File: config.mk
export PLATFORM = sky130hd
export DESIGN_NAME = rational_arith_unit
export DESIGN_NICKNAME = d
export VERILOG_FILES = /design/src/hw/rtl/rau_pkg.sv /design/src/hw/rtl/rau_div.sv /design/src/hw/rtl/rau_gcd.sv /design/src/hw/rtl/rational_arith_unit.sv
export SDC_FILE = /design/constraint.sdc
export NUM_CORES = 2
export LEC_CHECK = 0
export ABC_AREA = 1
export BUFFER_PORTS_ARGS = -buffer_cell sky130_fd_sc_hd__buf_2
export CAP_MARGIN = 10
export CORE_ASPECT_RATIO = 1.5
export CORE_MARGIN = 5
export CORE_UTILIZATION = 40
export DETAILED_ROUTE_END_ITERATION = 7
export HOLD_SLACK_MARGIN = 0.03
export SLEW_MARGIN = 20
export SYNTH_ARGS = -nofsm -noshare
export SYNTH_HDL_FRONTEND = slang
export SYNTH_SLANG_ARGS = --single-unit
File: constraint.sdc
create_clock -name clk -period 19.3 [get_ports clk]
set_clock_uncertainty 0.1 [all_clocks]
set_input_delay 1.93 -clock clk [delete_from_list [all_inputs] [get_ports clk]]
set_output_delay 1.93 -clock clk [all_outputs]
set_load 0.05 [all_outputs]
File: src/hw/rtl/rau_pkg.sv
// Shared types and codes for the rational arithmetic unit.
// No dependencies; imported by the divider, the gcd unit and the top level.
`timescale 1ns / 1ps

package rau_pkg;

  localparam int RES_W = 32;

  localparam logic [2:0] CMD_ADD   = 3'd0;
  localparam logic [2:0] CMD_SUB   = 3'd1;
  localparam logic [2:0] CMD_MUL   = 3'd2;
  localparam logic [2:0] CMD_DIV   = 3'd3;
  localparam logic [2:0] CMD_RECIP = 3'd4;

  localparam logic [1:0] STAT_OK       = 2'd0;
  localparam logic [1:0] STAT_ZERO_DEN = 2'd1;
  localparam logic [1:0] STAT_ZERO_DIV = 2'd2;
  localparam logic [1:0] STAT_OVF      = 2'd3;

  typedef enum logic [3:0] {
    S_IDLE,
    S_DIV_AB,
    S_DIV_BA,
    S_MUL_C,
    S_MUL_TA,
    S_MUL_TB,
    S_SUM,
    S_MUL_N,
    S_MUL_D,
    S_CHECK,
    S_GCD,
    S_DIV_N,
    S_DIV_D,
    S_OUT
  } state_t;

  // Handshake status of an iterative unit back to the sequencer.
  typedef struct packed {
    logic busy;
    logic done;
  } unit_stat_t;

endpackage

File: src/hw/rtl/rau_div.sv
// Restoring divider, one quotient bit per cycle, for unsigned magnitudes.
// Depends on rau_pkg for the unit status struct.
`timescale 1ns / 1ps

module rau_div import rau_pkg::*; #(
  parameter int W = 32
) (
  input  logic         clk,
  input  logic         rst,
  input  logic         start,
  input  logic [W-1:0] dividend,
  input  logic [W-1:0] divisor,
  output logic [W-1:0] quo,
  output logic [W-1:0] rem,
  output unit_stat_t   stat
);

  localparam int CW = $clog2(W + 1);

  logic [W-1:0]  dvs;
  logic [CW-1:0] cnt;
  logic [W:0]    sh;
  logic [W:0]    diff;

  assign sh   = {rem, quo[W-1]};
  assign diff = sh - {1'b0, dvs};

  always_ff @(posedge clk) begin
    if (rst) begin
      stat <= '0;
      cnt  <= '0;
    end else begin
      stat.done <= 1'b0;
      if (start) begin
        stat.busy <= 1'b1;
        cnt       <= CW'(W);
      end else if (stat.busy) begin
        cnt <= cnt - CW'(1);
        if (cnt == CW'(1)) begin
          stat.busy <= 1'b0;
          stat.done <= 1'b1;
        end
      end
    end
  end

  always_ff @(posedge clk) begin
    if (start) begin
      rem <= '0;
      quo <= dividend;
      dvs <= divisor;
    end else if (stat.busy) begin
      // keep the remainder when the trial subtract borrows
      if (!diff[W]) begin
        rem <= diff[W-1:0];
        quo <= {quo[W-2:0], 1'b1};
      end else begin
        rem <= sh[W-1:0];
        quo <= {quo[W-2:0], 1'b0};
      end
    end
  end

endmodule

File: src/hw/rtl/rau_gcd.sv
// Binary gcd of two unsigned magnitudes, one shift or subtract per cycle.
// Depends on rau_pkg for the unit status struct.
`timescale 1ns / 1ps

module rau_gcd import rau_pkg::*; #(
  parameter int W = 32
) (
  input  logic         clk,
  input  logic         rst,
  input  logic         start,
  input  logic [W-1:0] x_in,
  input  logic [W-1:0] y_in,
  output logic [W-1:0] g,
  output unit_stat_t   stat
);

  localparam int KW = $clog2(W + 1);

  logic [W-1:0]  x;
  logic [W-1:0]  y;
  logic [KW-1:0] k;
  logic          fin;

  assign fin = (x == '0) || (y == '0);

  always_ff @(posedge clk) begin
    if (rst) begin
      stat <= '0;
    end else begin
      stat.done <= 1'b0;
      if (start) begin
        stat.busy <= 1'b1;
      end else if (stat.busy && fin) begin
        stat.busy <= 1'b0;
        stat.done <= 1'b1;
      end
    end
  end

  always_ff @(posedge clk) begin
    if (start) begin
      x <= x_in;
      y <= y_in;
      k <= '0;
    end else if (stat.busy) begin
      if (fin) begin
        g <= (x | y) << k;
      end else if (!x[0] && !y[0]) begin
        x <= x >> 1;
        y <= y >> 1;
        k <= k + KW'(1);
      end else if (!x[0]) begin
        x <= x >> 1;
      end else if (!y[0]) begin
        y <= y >> 1;
      end else if (x > y) begin
        x <= x - y;
      end else begin
        y <= y - x;
      end
    end
  end

  gcd_nonzero_a: assert property (@(posedge clk) disable iff (rst)
    stat.done |-> g != '0)
    else $error("gcd result is zero");

endmodule

File: src/hw/rtl/rational_arith_unit.sv
// Top level of the rational arithmetic unit: sequencer, shared multiplier
// and result register. Uses rau_pkg, rau_div and rau_gcd.
`timescale 1ns / 1ps
//
// channel  dir  tdata (low bit up)                  tuser
// s_*      in   a_num, a_den, b_num, b_den          command
// m_*      out  res_num, res_den                    status
//
// One request at a time; s_tready is high only while the sequencer is idle.
// After acceptance, add/subtract run two divides of the input denominators, the
// common-denominator multiplies and the sum; multiply/divide run two multiplies;
// reciprocal swaps the operand; each then goes to the check, gcd and two reducing
// divides. Errors go straight to the output; unused commands pass the check only.
// A zero numerator skips the gcd and both reducing divides. s_tready returns in
// the same cycle that m_tvalid rises for the result.
// Synchronous reset clears the sequencer and m_tvalid. A stalled result holds
// in the output register; the sequencer waits in its last state for it.

module rational_arith_unit import rau_pkg::*; #(
  parameter int OPERAND_WIDTH = 16,
  localparam int IN_W = ((4 * OPERAND_WIDTH + 7) / 8) * 8
) (
  input  logic            clk,
  input  logic            rst,
  input  logic            s_tvalid,
  output logic            s_tready,
  input  logic [IN_W-1:0] s_tdata,   // a_num, a_den, b_num, b_den
  input  logic [2:0]      s_tuser,   // command
  output logic            m_tvalid,
  input  logic            m_tready,
  output logic [63:0]     m_tdata,   // res_num, res_den
  output logic [1:0]      m_tuser    // status
);

  localparam int W  = OPERAND_WIDTH;
  localparam int MW = 2 * W;
  localparam int XW = (MW > 32) ? MW + 1 : 33;

  function automatic logic [W-1:0] mag_of(logic [W-1:0] v);
    return v[W-1] ? (W'(0) - v) : v;
  endfunction

  state_t state, state_next;
  logic   go;

  logic [W-1:0] in_an, in_ad, in_bn, in_bd;
  logic [2:0]   cmd;
  logic         an_neg, ad_neg, bn_neg, bd_neg;
  logic [W-1:0] an_mag, ad_mag, bn_mag, bd_mag;
  logic         den_gt, den_lt;
  logic [W-1:0] q1, r1, q2, r2;
  logic         common_neg;
  logic [MW-1:0] common_mag;
  logic [W-1:0] fa, fb;
  logic [MW-1:0] ta, tb;
  logic         ta_neg, tb_neg;
  logic         num_neg, den_neg;
  logic [MW-1:0] num_mag, den_mag, g;
  logic [1:0]   stat;

  logic [1:0]   in_stat;
  state_t       in_route;

  logic [W-1:0]  mul_x, mul_y;
  logic [MW-1:0] prod;
  logic          div_start, gcd_start;
  logic [MW-1:0] div_n, div_d, div_quo, div_rem, gcd_g;
  unit_stat_t    div_stat, gcd_stat;

  logic          use_a, use_b, bn_eff;
  logic          out_free;
  logic [XW-1:0] num_x, den_x, num_v, den_v;
  logic          fits;
  logic [1:0]    out_stat;

  assign in_an = s_tdata[W-1:0];
  assign in_ad = s_tdata[2*W-1:W];
  assign in_bn = s_tdata[3*W-1:2*W];
  assign in_bd = s_tdata[4*W-1:3*W];

  // decode the incoming request
  always_comb begin
    in_stat  = STAT_OK;
    in_route = S_CHECK;
    if (s_tuser == CMD_RECIP) begin
      if (in_ad == '0) begin
        in_stat  = STAT_ZERO_DEN;
        in_route = S_OUT;
      end else if (in_an == '0) begin
        in_stat  = STAT_ZERO_DIV;
        in_route = S_OUT;
      end
    end else if (s_tuser <= CMD_DIV) begin
      if (in_ad == '0 || in_bd == '0) begin
        in_stat  = STAT_ZERO_DEN;
        in_route = S_OUT;
      end else if (s_tuser == CMD_DIV && in_bn == '0) begin
        in_stat  = STAT_ZERO_DIV;
        in_route = S_OUT;
      end else if (s_tuser == CMD_MUL || s_tuser == CMD_DIV) begin
        in_route = S_MUL_N;
      end else begin
        in_route = S_DIV_AB;
      end
    end
  end

  assign out_free = !m_tvalid || m_tready;

  always_comb begin
    state_next = state;
    case (state)
      S_IDLE:   if (s_tvalid) state_next = in_route;
      S_DIV_AB: if (div_stat.done) state_next = S_DIV_BA;
      S_DIV_BA: if (div_stat.done) state_next = S_MUL_C;
      S_MUL_C:  state_next = S_MUL_TA;
      S_MUL_TA: state_next = S_MUL_TB;
      S_MUL_TB: state_next = S_SUM;
      S_SUM:    state_next = S_CHECK;
      S_MUL_N:  state_next = S_MUL_D;
      S_MUL_D:  state_next = S_CHECK;
      S_CHECK:  state_next = (num_mag == '0) ? S_OUT : S_GCD;
      S_GCD:    if (gcd_stat.done) state_next = S_DIV_N;
      S_DIV_N:  if (div_stat.done) state_next = S_DIV_D;
      S_DIV_D:  if (div_stat.done) state_next = S_OUT;
      S_OUT:    if (out_free) state_next = S_IDLE;
      default:  state_next = S_IDLE;
    endcase
  end

  always_comb begin
    s_tready  = (state == S_IDLE);
    div_start = 1'b0;
    gcd_start = go && (state == S_GCD);
    div_n     = '0;
    div_d     = '0;
    mul_x     = '0;
    mul_y     = '0;
    case (state)
      S_DIV_AB: begin
        div_start = go;
        div_n     = MW'(ad_mag);
        div_d     = MW'(bd_mag);
      end
      S_DIV_BA: begin
        div_start = go;
        div_n     = MW'(bd_mag);
        div_d     = MW'(ad_mag);
      end
      S_DIV_N: begin
        div_start = go;
        div_n     = num_mag;
        div_d     = g;
      end
      S_DIV_D: begin
        div_start = go;
        div_n     = den_mag;
        div_d     = g;
      end
      S_MUL_C: begin
        mul_x = ad_mag;
        mul_y = bd_mag;
      end
      S_MUL_TA: begin
        mul_x = an_mag;
        mul_y = fa;
      end
      S_MUL_TB: begin
        mul_x = bn_mag;
        mul_y = fb;
      end
      S_MUL_N: begin
        mul_x = an_mag;
        mul_y = (cmd == CMD_MUL) ? bn_mag : bd_mag;
      end
      S_MUL_D: begin
        mul_x = ad_mag;
        mul_y = (cmd == CMD_MUL) ? bd_mag : bn_mag;
      end
      default: ;
    endcase
  end

  assign prod = {{W{1'b0}}, mul_x} * {{W{1'b0}}, mul_y};

  assign use_a  = den_gt && (r1 == '0);
  assign use_b  = den_lt && (r2 == '0);
  assign bn_eff = bn_neg ^ (cmd == CMD_SUB);

  // range check and two's complement form of the reduced result
  assign num_x = XW'(num_mag);
  assign den_x = XW'(den_mag);
  assign num_v = num_neg ? (XW'(0) - num_x) : num_x;
  assign den_v = den_neg ? (XW'(0) - den_x) : den_x;
  assign fits  = (num_neg ? (num_x <= (XW'(1) << 31)) : (num_x < (XW'(1) << 31))) &&
                 (den_neg ? (den_x <= (XW'(1) << 31)) : (den_x < (XW'(1) << 31)));
  assign out_stat = (stat != STAT_OK) ? stat : (fits ? STAT_OK : STAT_OVF);

  always_ff @(posedge clk) begin
    if (rst) begin
      state    <= S_IDLE;
      go       <= 1'b0;
      m_tvalid <= 1'b0;
    end else begin
      state <= state_next;
      go    <= (state_next != state);
      if (state == S_OUT && out_free) begin
        m_tvalid <= 1'b1;
      end else if (m_tready) begin
        m_tvalid <= 1'b0;
      end
    end
  end

  always_ff @(posedge clk) begin
    case (state)
      S_IDLE: if (s_tvalid) begin
        cmd     <= s_tuser;
        an_neg  <= in_an[W-1];
        ad_neg  <= in_ad[W-1];
        bn_neg  <= in_bn[W-1];
        bd_neg  <= in_bd[W-1];
        an_mag  <= mag_of(in_an);
        ad_mag  <= mag_of(in_ad);
        bn_mag  <= mag_of(in_bn);
        bd_mag  <= mag_of(in_bd);
        den_gt  <= $signed(in_ad) > $signed(in_bd);
        den_lt  <= $signed(in_ad) < $signed(in_bd);
        stat    <= in_stat;
        if (s_tuser == CMD_RECIP) begin
          num_neg <= in_ad[W-1];
          num_mag <= MW'(mag_of(in_ad));
          den_neg <= in_an[W-1];
          den_mag <= MW'(mag_of(in_an));
        end else begin
          num_neg <= 1'b0;
          num_mag <= '0;
          den_neg <= 1'b0;
          den_mag <= MW'(1);
        end
      end
      S_DIV_AB: if (div_stat.done) begin
        q1 <= div_quo[W-1:0];
        r1 <= div_rem[W-1:0];
      end
      S_DIV_BA: if (div_stat.done) begin
        q2 <= div_quo[W-1:0];
        r2 <= div_rem[W-1:0];
      end
      S_MUL_C: begin
        if (use_a) begin
          common_neg <= ad_neg;
          common_mag <= MW'(ad_mag);
          fa         <= W'(1);
          fb         <= q1;
        end else if (use_b) begin
          common_neg <= bd_neg;
          common_mag <= MW'(bd_mag);
          fa         <= q2;
          fb         <= W'(1);
        end else begin
          common_neg <= ad_neg ^ bd_neg;
          common_mag <= prod;
          fa         <= bd_mag;
          fb         <= ad_mag;
        end
      end
      S_MUL_TA: begin
        ta     <= prod;
        ta_neg <= an_neg ^ common_neg ^ ad_neg;
      end
      S_MUL_TB: begin
        tb     <= prod;
        tb_neg <= bn_eff ^ common_neg ^ bd_neg;
      end
      S_SUM: begin
        den_neg <= common_neg;
        den_mag <= common_mag;
        if (ta_neg == tb_neg) begin
          num_neg <= ta_neg;
          num_mag <= ta + tb;
        end else if (ta >= tb) begin
          num_neg <= ta_neg;
          num_mag <= ta - tb;
        end else begin
          num_neg <= tb_neg;
          num_mag <= tb - ta;
        end
      end
      S_MUL_N: begin
        num_mag <= prod;
        num_neg <= an_neg ^ ((cmd == CMD_MUL) ? bn_neg : bd_neg);
      end
      S_MUL_D: begin
        den_mag <= prod;
        den_neg <= ad_neg ^ ((cmd == CMD_MUL) ? bd_neg : bn_neg);
      end
      S_CHECK: if (num_mag == '0) begin
        // zero numerator reads as 0/1
        num_neg <= 1'b0;
        den_neg <= 1'b0;
        den_mag <= MW'(1);
      end
      S_GCD:   if (gcd_stat.done) g <= gcd_g;
      S_DIV_N: if (div_stat.done) num_mag <= div_quo;
      S_DIV_D: if (div_stat.done) den_mag <= div_quo;
      S_OUT: if (out_free) begin
        m_tuser <= out_stat;
        if (out_stat == STAT_OK) begin
          m_tdata <= {den_v[RES_W-1:0], num_v[RES_W-1:0]};
        end else begin
          m_tdata <= '0;
        end
      end
      default: ;
    endcase
  end

  rau_div #(.W(MW)) u_div (
    .clk      (clk),
    .rst      (rst),
    .start    (div_start),
    .dividend (div_n),
    .divisor  (div_d),
    .quo      (div_quo),
    .rem      (div_rem),
    .stat     (div_stat)
  );

  rau_gcd #(.W(MW)) u_gcd (
    .clk   (clk),
    .rst   (rst),
    .start (gcd_start),
    .x_in  (num_mag),
    .y_in  (den_mag),
    .g     (gcd_g),
    .stat  (gcd_stat)
  );

  err_zero_a: assert property (@(posedge clk) disable iff (rst)
    (m_tvalid && m_tuser != STAT_OK) |-> m_tdata == '0)
    else $error("error result carries nonzero fields");

  den_nonzero_a: assert property (@(posedge clk) disable iff (rst)
    (m_tvalid && m_tuser == STAT_OK) |-> m_tdata[63:32] != '0)
    else $error("ok result with zero denominator");

  div_idle_a: assert property (@(posedge clk) disable iff (rst)
    div_start |-> !div_stat.busy)
    else $error("divider started while busy");

  gcd_idle_a: assert property (@(posedge clk) disable iff (rst)
    gcd_start |-> !gcd_stat.busy && num_mag != '0)
    else $error("gcd started while busy or on zero numerator");

endmodule

==> metrics.md <==
| Metric | Value |
|---|---|
| Final hold vios | 0 |
| Rel. slew slack | 12.9% |
| Cell area after synthesis | 54,500 µm² |
| First-pass GRT wire length | 360 mm |
| GRT Residual Overflow | 0 |
| Async S/R FF share, synth | 0% |
| # DRC | 0 |
| Die area | 144,000 µm² |
| Die height | 462 µm |
| Max-cap viol count | 0 |
| Num ports | 139 |
| Total core area | 136,000 µm² |
| Cell taking the most area after synthesis | edfxtp_1 |
| Outcome | finished clean |
| Fin nets | 7,920 |
| Setup TNS | 0 ns |
| CTS buffer count | 73 |
| ANT nets after route | 0 |
| Mapped Nets | 7,855 |
| Reg clk slew, reported paths | 0.07 ns |
| Detailed Route Iter0 Violations | 5,177 |
| CTS Root Cell | clkbuf_16 |
| Total wire length | 256 mm |
| Hold Path Class | reg2reg |
| Critical path peak fanout | 21 |
| Placer congestion estimate | 1.06 |
| Post-synth EDFFs | 594 |
| Pwr dens | 92.7 nW/µm² |
| Hold slack | 0.318 ns |
| Final worst path period share | 47.6% |
| Syn-to-layout area delta | 9.19% |
| Sink Count | 648 |
| Final setup fails | 0 |
| Worst-Skew Late Latency | 0.73 ns |
| CTS tree | yes |
| Vias | 50,845 |
| Initial Util | 40.1% |
| Worst Path Required | 19.65 ns |
| RSZ-0062 raised after global routing | no |
| Post-cts resize count | 0 |
| Row cnt | 166 |
| Most used cell, CP | fa_1 |
| Ranking of synthesized cells by area | edfxtp_1 33%, nand2_1 13%, inv_1 8.3% |
| Leakage | 0.0278 µW |
| Critical Path Slowest Stage Cell | fa_1 |
| Post-CTS Setup Inserts | 0 |
| Number of global-route vias before repair | 49,918 |
| Filler cell count in the final layout | 14,089 |
| Fin. max-slew vios | 0 |
| Biggest cell delay along the critical path | 0.69 ns |
| Max Buffers Root-to-Sink | 3 |
| Final min period | 9.18 ns |
| Worst Tran Pin Value | 1.30 ns |
| Worst VDD drop | 0.0000720 V |
| Port bufs | 138 |
| Flops & latches, synth | 648 |
| Post-DP HPWL | 210 mm |
| Crit path DAT | 9.53 ns |
| Yosys cell types | 59 |
| Share of cells above drive strength 1 | 5.85% |
| Total track usage | 34.7% |
| Htree depth | 3 |
| Number of synthesis warnings | 0 |
| Drt wl/cell | 28.1 µm |
| Pre-antenna DRT Iters | 6 |
| Mapped Cells | 7,234 |
| Fmax | 0.109 GHz |
| Seq/Total Area, Yosys | 34.7% |
| Pin count of the biggest net entering global routing | 104 |
| Most used DFF post-synth | edfxtp_1 |
| Post-synth top area share | 32.7% |
| Crit path launch type | register |
| Initial antenna violation count | 14 |
| Worst setup EP type | register |
| Cts hold-fix bufs | 0 |
| Setup CP Type | reg2reg |
| Drt via density | 5.57 |
| Chip width | 311 µm |
| Post-synthesis area per instance | 7.53 µm² |
==> final timing paths <==
kind	from	endpoint	slack, ns	cells after the start
setup reg to reg	state[3]	num_mag[31]	10.12	29
setup / recovery	state[3]	num_mag[31]	10.12	29
hold / removal	u_gcd.g[18]	g[18]	0.32	0
hold reg to reg	u_gcd.g[18]	g[18]	0.32	0
==> power by group <==
part | internal, µW | switching [µW]
Combinational | 488 | 1450
Sequential | 1800 | 279
Clock | 835 | 653
==> cell type report <==
class	instances	area (µm²)	share of cell area (%)
clock buffer	86	1940	3.26
tap	1764	2210	3.71
multi-input combinational	5130	30100	50.5
sequential	648	18900	31.8
clock inverter	44	515	0.866
antenna	7	17.5	0.0294
timing repair buffer	191	1110	1.86
inverter	1255	4710	7.92
==> logic make-up (layout without fill, tap and decap cells) <==
logic type / Yosys count / in the layout / share of synthesized area (%)
compound gates: 971 / 971 / 10.7
xor+xnor: 228 / 228 / 3.66
fa+ha+maj: 550 / 550 / 15.4
buf+inv: 1456 / 1576 / 10.3
flops: 648 / 648 / 34.7
mux: 7 / 7 / 0.129
other cells: 0 / 7 / 0
simple gates: 3374 / 3374 / 25.2
==> layer usage <==
layer	part of all wire (%)	vias to the layer above	routed length, µm	GRT usage, %
met5	0.021	-	53	0
met4	10	8	26200	27.8
met3	6.4	692	16300	5.14
met2	48	2365	123000	60.4
met1	35	24411	90600	37.6
li1	-	23369	-	-
==> synthesized netlist by cell type (9+ instances only) <==
library cell / n
nand2_1: 1945
inv_1: 1206
nor2_1: 825
edfxtp_1: 594
o21ai_0: 391
ha_1: 350
nand3_1: 340
a21oi_1: 323
fa_1: 200
xor2_1: 186
clkbuf_1: 107
nand4_1: 89
nor3_1: 77
buf_2: 69
o22ai_1: 58
dfxtp_1: 54
inv_2: 43
xnor2_1: 42
o221ai_1: 35
nor4_1: 33
o211ai_1: 22
a31oi_1: 19
a22o_1: 18
o21bai_1: 18
nand3b_1: 17
buf_1: 16
o2111ai_1: 14
a221oi_4: 13
or2_2: 11
a21o_1: 10
a221oi_2: 10
nor2_2: 10
o21ai_1: 10
nand2_2: 9
==> cell usage in the layout (no fill, tap or decap), types with 22 or more instances in the layout <==
cell type / Yosys / routed
a21oi_1: 323 / 322
o211ai_1: 22 / 22
nand2_1: 1945 / 1943
inv_2: 43 / 46
xor2_1: 186 / 185
nand4_1: 89 / 89
nor3_1: 77 / 75
buf_2: 69 / 138
o21ai_0: 391 / 391
fa_1: 200 / 200
o221ai_1: 35 / 35
edfxtp_1: 594 / 594
nor2_1: 825 / 820
xnor2_1: 42 / 41
o22ai_1: 58 / 58
clkbuf_16: 0 / 76
inv_1: 1206 / 1200
buf_4: 7 / 52
dfxtp_1: 54 / 54
nand3_1: 340 / 340
ha_1: 350 / 350
nor4_1: 33 / 32
==> per-stage QoR <==
stage | instances | cell area (µm²) | util [%] | setup slack (ns) | total power (µW)
CTS | 9117 | 59400 | 43.8 | 10.24 | 5470
floorplan | 7234 | 54500 | - | 11.00 | 3080
detailed placement | 8987 | 57000 | 42.0 | 10.29 | 3980
finish | 9125 | 59500 | 43.8 | 10.12 | 5510
global placement | 8987 | 57000 | 41.9 | 10.35 | 3990
global route | 9119 | 59500 | 43.8 | 9.70 | 5710
==> worst max-delay path, delay by kind of cell (launching register included) <==
family,cells,cell delay [ns]
adder cells (fa/ha/maj),7,3.48
AND/OR/NAND/NOR,10,2.33
AO/OA/AOI/OAI,5,1.37
buffers and inverters,7,1.18
flip-flops,1,0.42
==> flip-flops by register name, summed over array words and instances, names as in the netlist, 32 cells and up <==
signal,count
u_gcd.y,32
num_mag,32
u_gcd.x,32
common_mag,32
m_tdata,64
u_div.quo,32
u_div.dvs,32
g,32
u_div.rem,32
tb,32
u_gcd.g,32
den_mag,32
ta,32
Note: power is estimated with default switching activity, not from simulation.
